$ cat config.mk
export PLATFORM = sky130hd
export DESIGN_NAME = bsa_ctrl
export DESIGN_NICKNAME = d
export VERILOG_FILES = /design/src/rtl/bsa_pkg.sv /design/src/rtl/bsa_ctrl.sv
export SDC_FILE = /design/constraint.sdc
export NUM_CORES = 1
export LEC_CHECK = 0
export BUFFER_PORTS_ARGS = -buffer_cell sky130_fd_sc_hd__buf_2
export CAP_MARGIN = 20
export CORE_AREA = 2 2 39 41
export CTS_CLUSTER_SIZE = 14
export DETAILED_ROUTE_END_ITERATION = 12
export DIE_AREA = 0 0 41 43
export GPL_ROUTABILITY_DRIVEN = 1
export SYNTH_ARGS = -nofsm -noshare
export SYNTH_HDL_FRONTEND = slang
export SYNTH_SLANG_ARGS = --single-unit
$ cat constraint.sdc
create_clock -name clk -period 1.1 [get_ports clk]
set_input_delay 0.165 -clock clk [delete_from_list [all_inputs] [get_ports clk]]
set_output_delay 0.165 -clock clk [all_outputs]
set_load 0.02 [all_outputs]
$ cat src/rtl/bsa_pkg.sv
// ----------------------------------------------------------------------------
// bsa_pkg
// Shared types, codes and helpers for the two-pool bitmap slot allocator.
// ----------------------------------------------------------------------------
`default_nettype none

package bsa_pkg;

  localparam int DEF_INODE_COUNT = 1024;
  localparam int DEF_DATA_COUNT  = 4096;

  localparam int FUNC_W = 2;
  localparam int NUM_W  = 16;
  localparam int CNT_W  = 13;
  localparam int WORD_W = 64;
  localparam int BIT_W  = 6;

  localparam logic [FUNC_W-1:0] FUNC_ALLOC = 2'd0;
  localparam logic [FUNC_W-1:0] FUNC_FREE  = 2'd1;
  localparam logic [FUNC_W-1:0] FUNC_TEST  = 2'd2;

  // Controller to datapath
  typedef struct packed {
    logic capture;     // latch the request word
    logic scan_start;  // rewind the scan pointer
    logic scan_run;    // stream one bitmap word per cycle
    logic rd_issue;    // read the word holding the request index
    logic eval_ft;     // apply free or test to the read word
    logic set_alloc;   // mark the found bit used
    logic load_out;    // move the result into the output register
  } bsa_cmd_t;

  // Datapath to controller
  typedef struct packed {
    logic [FUNC_W-1:0] func;
    logic              in_ok;
    logic              hit;
    logic              exhausted;
    logic              out_busy;
  } bsa_sts_t;

  // Position of the lowest clear bit; only meaningful if one exists.
  function automatic logic [BIT_W-1:0] first_zero(input logic [WORD_W-1:0] w);
    logic [BIT_W-1:0] r;
    r = '0;
    for (int i = WORD_W - 1; i >= 0; i--) begin
      if (!w[i]) begin
        r = BIT_W'(i);
      end
    end
    return r;
  endfunction

endpackage

`default_nettype wire

$ cat src/rtl/bsa_ctrl.sv
// ----------------------------------------------------------------------------
// bsa_ctrl
// Request sequencer: dispatch, word scan, free/test update, result handoff.
// ----------------------------------------------------------------------------
`default_nettype none

module bsa_ctrl import bsa_pkg::*; (
  input  wire logic     clk,
  input  wire logic     rst,
  input  wire logic     req_valid,
  output logic          req_ready,
  input  wire bsa_sts_t sts,
  output bsa_cmd_t      cmd
);

  localparam logic [2:0] S_IDLE = 3'd0;
  localparam logic [2:0] S_DISP = 3'd1;
  localparam logic [2:0] S_SCAN = 3'd2;
  localparam logic [2:0] S_EVAL = 3'd3;
  localparam logic [2:0] S_DONE = 3'd4;

  logic [2:0] state;
  logic [2:0] state_next;

  assign req_ready = (state == S_IDLE) && !rst;

  always_comb begin
    state_next = state;
    cmd        = '0;
    case (state)
      S_IDLE: begin
        if (req_valid && req_ready) begin
          cmd.capture = 1'b1;
          state_next  = S_DISP;
        end
      end
      S_DISP: begin
        if (sts.func == FUNC_ALLOC) begin
          cmd.scan_start = 1'b1;
          state_next     = S_SCAN;
        end else if (sts.in_ok) begin
          cmd.rd_issue = 1'b1;
          state_next   = S_EVAL;
        end else begin
          state_next = S_DONE;
        end
      end
      S_SCAN: begin
        cmd.scan_run = 1'b1;
        if (sts.hit) begin
          cmd.set_alloc = 1'b1;
          state_next    = S_DONE;
        end else if (sts.exhausted) begin
          state_next = S_DONE;
        end
      end
      S_EVAL: begin
        cmd.eval_ft = 1'b1;
        state_next  = S_DONE;
      end
      S_DONE: begin
        if (!sts.out_busy) begin
          cmd.load_out = 1'b1;
          state_next   = S_IDLE;
        end
      end
      default: begin
        state_next = S_IDLE;
      end
    endcase
  end

  always_ff @(posedge clk) begin
    if (rst) begin
      state <= S_IDLE;
    end else begin
      state <= state_next;
    end
  end

  a_no_hit_and_miss: assert property (@(posedge clk) disable iff (rst)
    (state == S_SCAN) |-> !(sts.hit && sts.exhausted))
    else $error("scan reports hit and exhausted together");

  a_load_when_free: assert property (@(posedge clk) disable iff (rst)
    cmd.load_out |-> !sts.out_busy)
    else $error("result loaded over a waiting word");

  a_capture_dispatch: assert property (@(posedge clk) disable iff (rst)
    cmd.capture |=> (state == S_DISP))
    else $error("captured request not dispatched");

endmodule

`default_nettype wire

## After elaboration in Yosys (flattened, before gate mapping)

Index checks and enable logic that the tools add are counted.

- Register bits after elaboration: 3

- Equality and inequality tests: 7
- Mux-type cells: 20
- Reductions and logical operators: 6

Operators by type and width:

| operator | number |
|---|---|
| $mux W3 | 6 |
| $pmux W3 S5 | 1 |
| $mux W1 | 13 |
| $eq A3 B2 Y1 const B | 2 |
| $eq A3 B1 Y1 const B | 1 |
| $eq A3 B3 Y1 const B | 1 |
| $logic_not A3 Y1 | 1 |
| $ne A3 B3 Y1 const B | 1 |
| $reduce_and A3 Y1 | 1 |
| $logic_and A1 B1 Y1 | 2 |
| $logic_not A2 Y1 | 1 |
| $ne A2 B1 Y1 const B | 1 |
| $ne A2 B2 Y1 const B | 1 |
| $logic_not A1 Y1 | 1 |

## Depth between registers and ports, before layout

- Word-level depth: 5
- Mapped depth: 4

## Worst setup path after synthesis

OpenSTA, ideal clock, no wires.

- Path kind: reg2out
- From: register state[2]
- To: output port cmd[6] (netlist name)
- Arrival time: 1257 ps
- Setup slack: -322 ps
- Cell stages (with the launch flop): 4
- Buffers on the path: 1
- Cell sequence: dfxtp_1 > buf_6 > nor4_2 > and2_1

RTL lines:

| what | line | text |
|---|---|---|
| start, declared | bsa_ctrl.sv:22 | `logic [2:0] state;` |
| start signal, assigned | bsa_ctrl.sv:77 | `state <= state_next;` |
| end, declared | bsa_ctrl.sv:13 | `output bsa_cmd_t cmd` |

==> impl_metrics.tcl <==
set metrics [dict create \
    ys_seq_area_frac 0.2233 \
    worst-path-max-fanout 6 \
    worst_r2r_endpoint "state[2]" \
    yosys_warnings 0 \
    synth_area_leader_cell "sky130_fd_sc_hd__dfxtp_1" \
    hp-start "rst" \
    synth_enable_flop_cells 0 \
    postSynthRegisterBits 3 \
    final_setup_violating_endpoints 8 \
    design.core.area_sq_um 1384 \
    route.antenna.remaining_nets 0 \
    max-clock-path-buffers 2 \
    gr-total-overflow 0 \
    post_cts_hold_buffer_count 0 \
    skew_ns 0.004073 \
    antenna-diode-count 0 \
    power_density_over_the_cells_nw_per_um2 984.2 \
    clock-root-buffer "sky130_fd_sc_hd__clkbuf_4" \
    num-nets-final 67 \
    gr_usage_total 0.1073 \
    cell_count_of_the_worst_hold_path 2 \
    report.final.hold_viol_count 0 \
    period_minus_slack_ns 1.317 \
    critical_path.endpoint_type "primary output" \
    gp_congestion 0.7653 \
    yosys.cell_count.top_type "sky130_fd_sc_hd__nor2_1" \
    netlist-cell-type-count 22 \
    timing_worst_setup_path_type "reg -> out" \
    worst_r2r_startpoint "state[2]" \
    grt_setup_unrepaired "yes" \
    holdCritPathClass "in -> reg" \
    timing.fmax_mhz 759.5 \
    final.fill_count 139 \
    io-pin-count 17 \
    clock_insertion_delay_worst_skew_ns 0.24 \
    drc 0 \
    hold_critical_path_endpoint "state[1]" \
    timing.final.max_slew_violations 0 \
    rows 14 \
    ys_top_cells_by_count "6 x sky130_fd_sc_hd__nor2_1, 3 x sky130_fd_sc_hd__dfxtp_1" \
    seqCellArea_sq_um 71.32 \
    grt_max_degree 11 \
    synth.avg_cell_area_sq_um 8.152 \
    floorplan.initialDensity 0.1944 \
    failed_checks "negative setup slack" \
    cts.reportedPaths.clkPinSlew_ns 0.03 \
    largest_register_ff_count 3 \
    post-route-period-util 1.197 \
    routed-via-count 334 \
    first_iter_violations 6 \
    registers.top_by_ff_count "state" \
    post_synth_instance_area_sq_um 269.0 \
    synthFlopType "sky130_fd_sc_hd__dfxtp_1" \
    worst-r2r-cell-count 5 \
    leading_post_synthesis_cells_by_cell_area "sky130_fd_sc_hd__dfxtp_1 22%, sky130_fd_sc_hd__nor2_1 8.4%, sky130_fd_sc_hd__nor3b_4 7.0%, sky130_fd_sc_hd__nor4b_2 5.6%, sky130_fd_sc_hd__and2_1 4.7%" \
    setup-tns-final_ns -1.251 \
    area_occupied_by_multi_input_gates_sq_um 214.0 \
    finalWirelength_um 772 \
    tritoncts_clock_tree "built" \
    numCtsBuffers 3 \
    fp.dieW_um 41 \
    grt_antenna_before_repair 0 \
    vdd_ir_drop_max_uv 345.9 \
    first_global_vias 311 \
    h-tree-depth 1 \
    worst-slew-pin-transition_ns 0.2128 \
    power.static_leakage_nw 0.2202 \
    arrival_ns 1.15 \
    per_cell_routed_wire_length_um 10.58 \
    die_area_sq_um 1763 \
    drive_above_1_share 0.6842 \
    synthToLayoutAreaGrowth_pct 88.84 \
    numClockSinks 3 \
    syn-num-nets 42 \
    final_critical_path_setup_slack_ns -0.2166 \
    detail_route.first_pass.iterations 2 \
    biggestRegsByFlops "state: 3 flops" \
    grt_pass1_wl_mm 1.248 \
    timing.critical_path.required_ns 0.94 \
    ff2ff_setup_slack_ns 0 \
    numPortBuffers 16 \
    cp-start-kind "flop" \
    hpwl_um 546.5 \
    detail_route.vias_per_cell 4.575 \
    max_capacitance_violation_count 0 \
    synth-async-reset-ratio 0 \
    syn_inst_count 33 \
    dpl_worst_slack_ns -0.08509 \
    die_h_um 43 \
    outcome "finished with violations" \
    slew-limit-headroom 0.8571 \
    netlist.area_leader.share 0.2233 \
]
cell type report:
class,instances,area share
repair buffers,22,0.3325
inverters,2,0.01478
well taps,16,0.03941
multi-input cells,26,0.4212
clock buffers,4,0.05172
flip-flops and latches,3,0.1404
worst max-delay path by stage:
stage / cells after the start / endpoint / slack [ns] / from
2_1_floorplan: 3 / cmd[6] / -0.15 / state[2]
3_3_place_gp: 4 / state[1] / -0.08 / state[0]
3_5_place_dp: 3 / state[2] / -0.09 / state[0]
4_1_cts: 3 / cmd[6] / -0.23 / state[2]
5_1_grt: 3 / cmd[6] / -0.28 / state[1]
6_report: 3 / cmd[1] / -0.22 / state[1]
cell families after synthesis:
| group | share of synthesized area |
|---|---|
| AOI/OAI and AO/OA | 0.1721 |
| and+or+nand+nor | 0.4698 |
| DFF | 0.2233 |
| muxes | 0.03721 |
| buffers and inverters | 0.09769 |
where the power goes:
part / switching, mW / internal [mW] / leakage, nW
clock network: 0.0639 / 0.136 / 0.0150
logic: 0.0760 / 0.0913 / 0.178
registers: 0.0179 / 0.114 / 0.0267
total: 0.158 / 0.342 / 0.220
routing by layer:
| layer | GRT usage | wire (um) |
|---|---|---|
| met1 | 0.1378 | 345 |
| met2 | 0.1438 | 378 |
| met3 | 0.01571 | 23 |
| met4 | 0.1000 | 24 |
| met5 | 0 | 0 |
through the flow:
stage | util | total power, mW | instance area (sq um) | instances | hold WS (ns)
2_1_floorplan | - | 0.2190 | 291.5 | 33 | 0.2344
5_1_grt | 0.3671 | 0.5419 | 508.0 | 73 | 0.1773
6_report | 0.3671 | 0.5000 | 508.0 | 73 | 0.1746
4_1_cts | 0.3354 | 0.4799 | 464.2 | 70 | 0.1723
3_3_place_gp | 0.2830 | 0.2620 | 391.6 | 66 | 0.4208
3_5_place_dp | 0.2830 | 0.2639 | 391.6 | 66 | 0.4221
cell usage in the layout (no fill, tap or decap), drive strengths merged, types with 2 or more instances in the layout:
cell type,instances
dfxtp,3
and2,2
nor2,6
nor3,2
buf,22
nor3b,2
inv,2
clkbuf,4
nand2,2
critical path, cell delays in order, from the launching register on:
cell and delay, ns:
sky130_fd_sc_hd__dfxtp_4 0.38, sky130_fd_sc_hd__nor3b_4 0.25, sky130_fd_sc_hd__and2_4 0.18, sky130_fd_sc_hd__buf_6 0.10
timing repair:
| action | in CTS | in global routing |
|---|---|---|
| pin swaps | 4 | 4 |
| resized for setup | 18 | 8 |
| setup endpoints to repair | 11 | 9 |
| buffers inserted | 0 | 3 |
(Power assumes the default switching activity.)
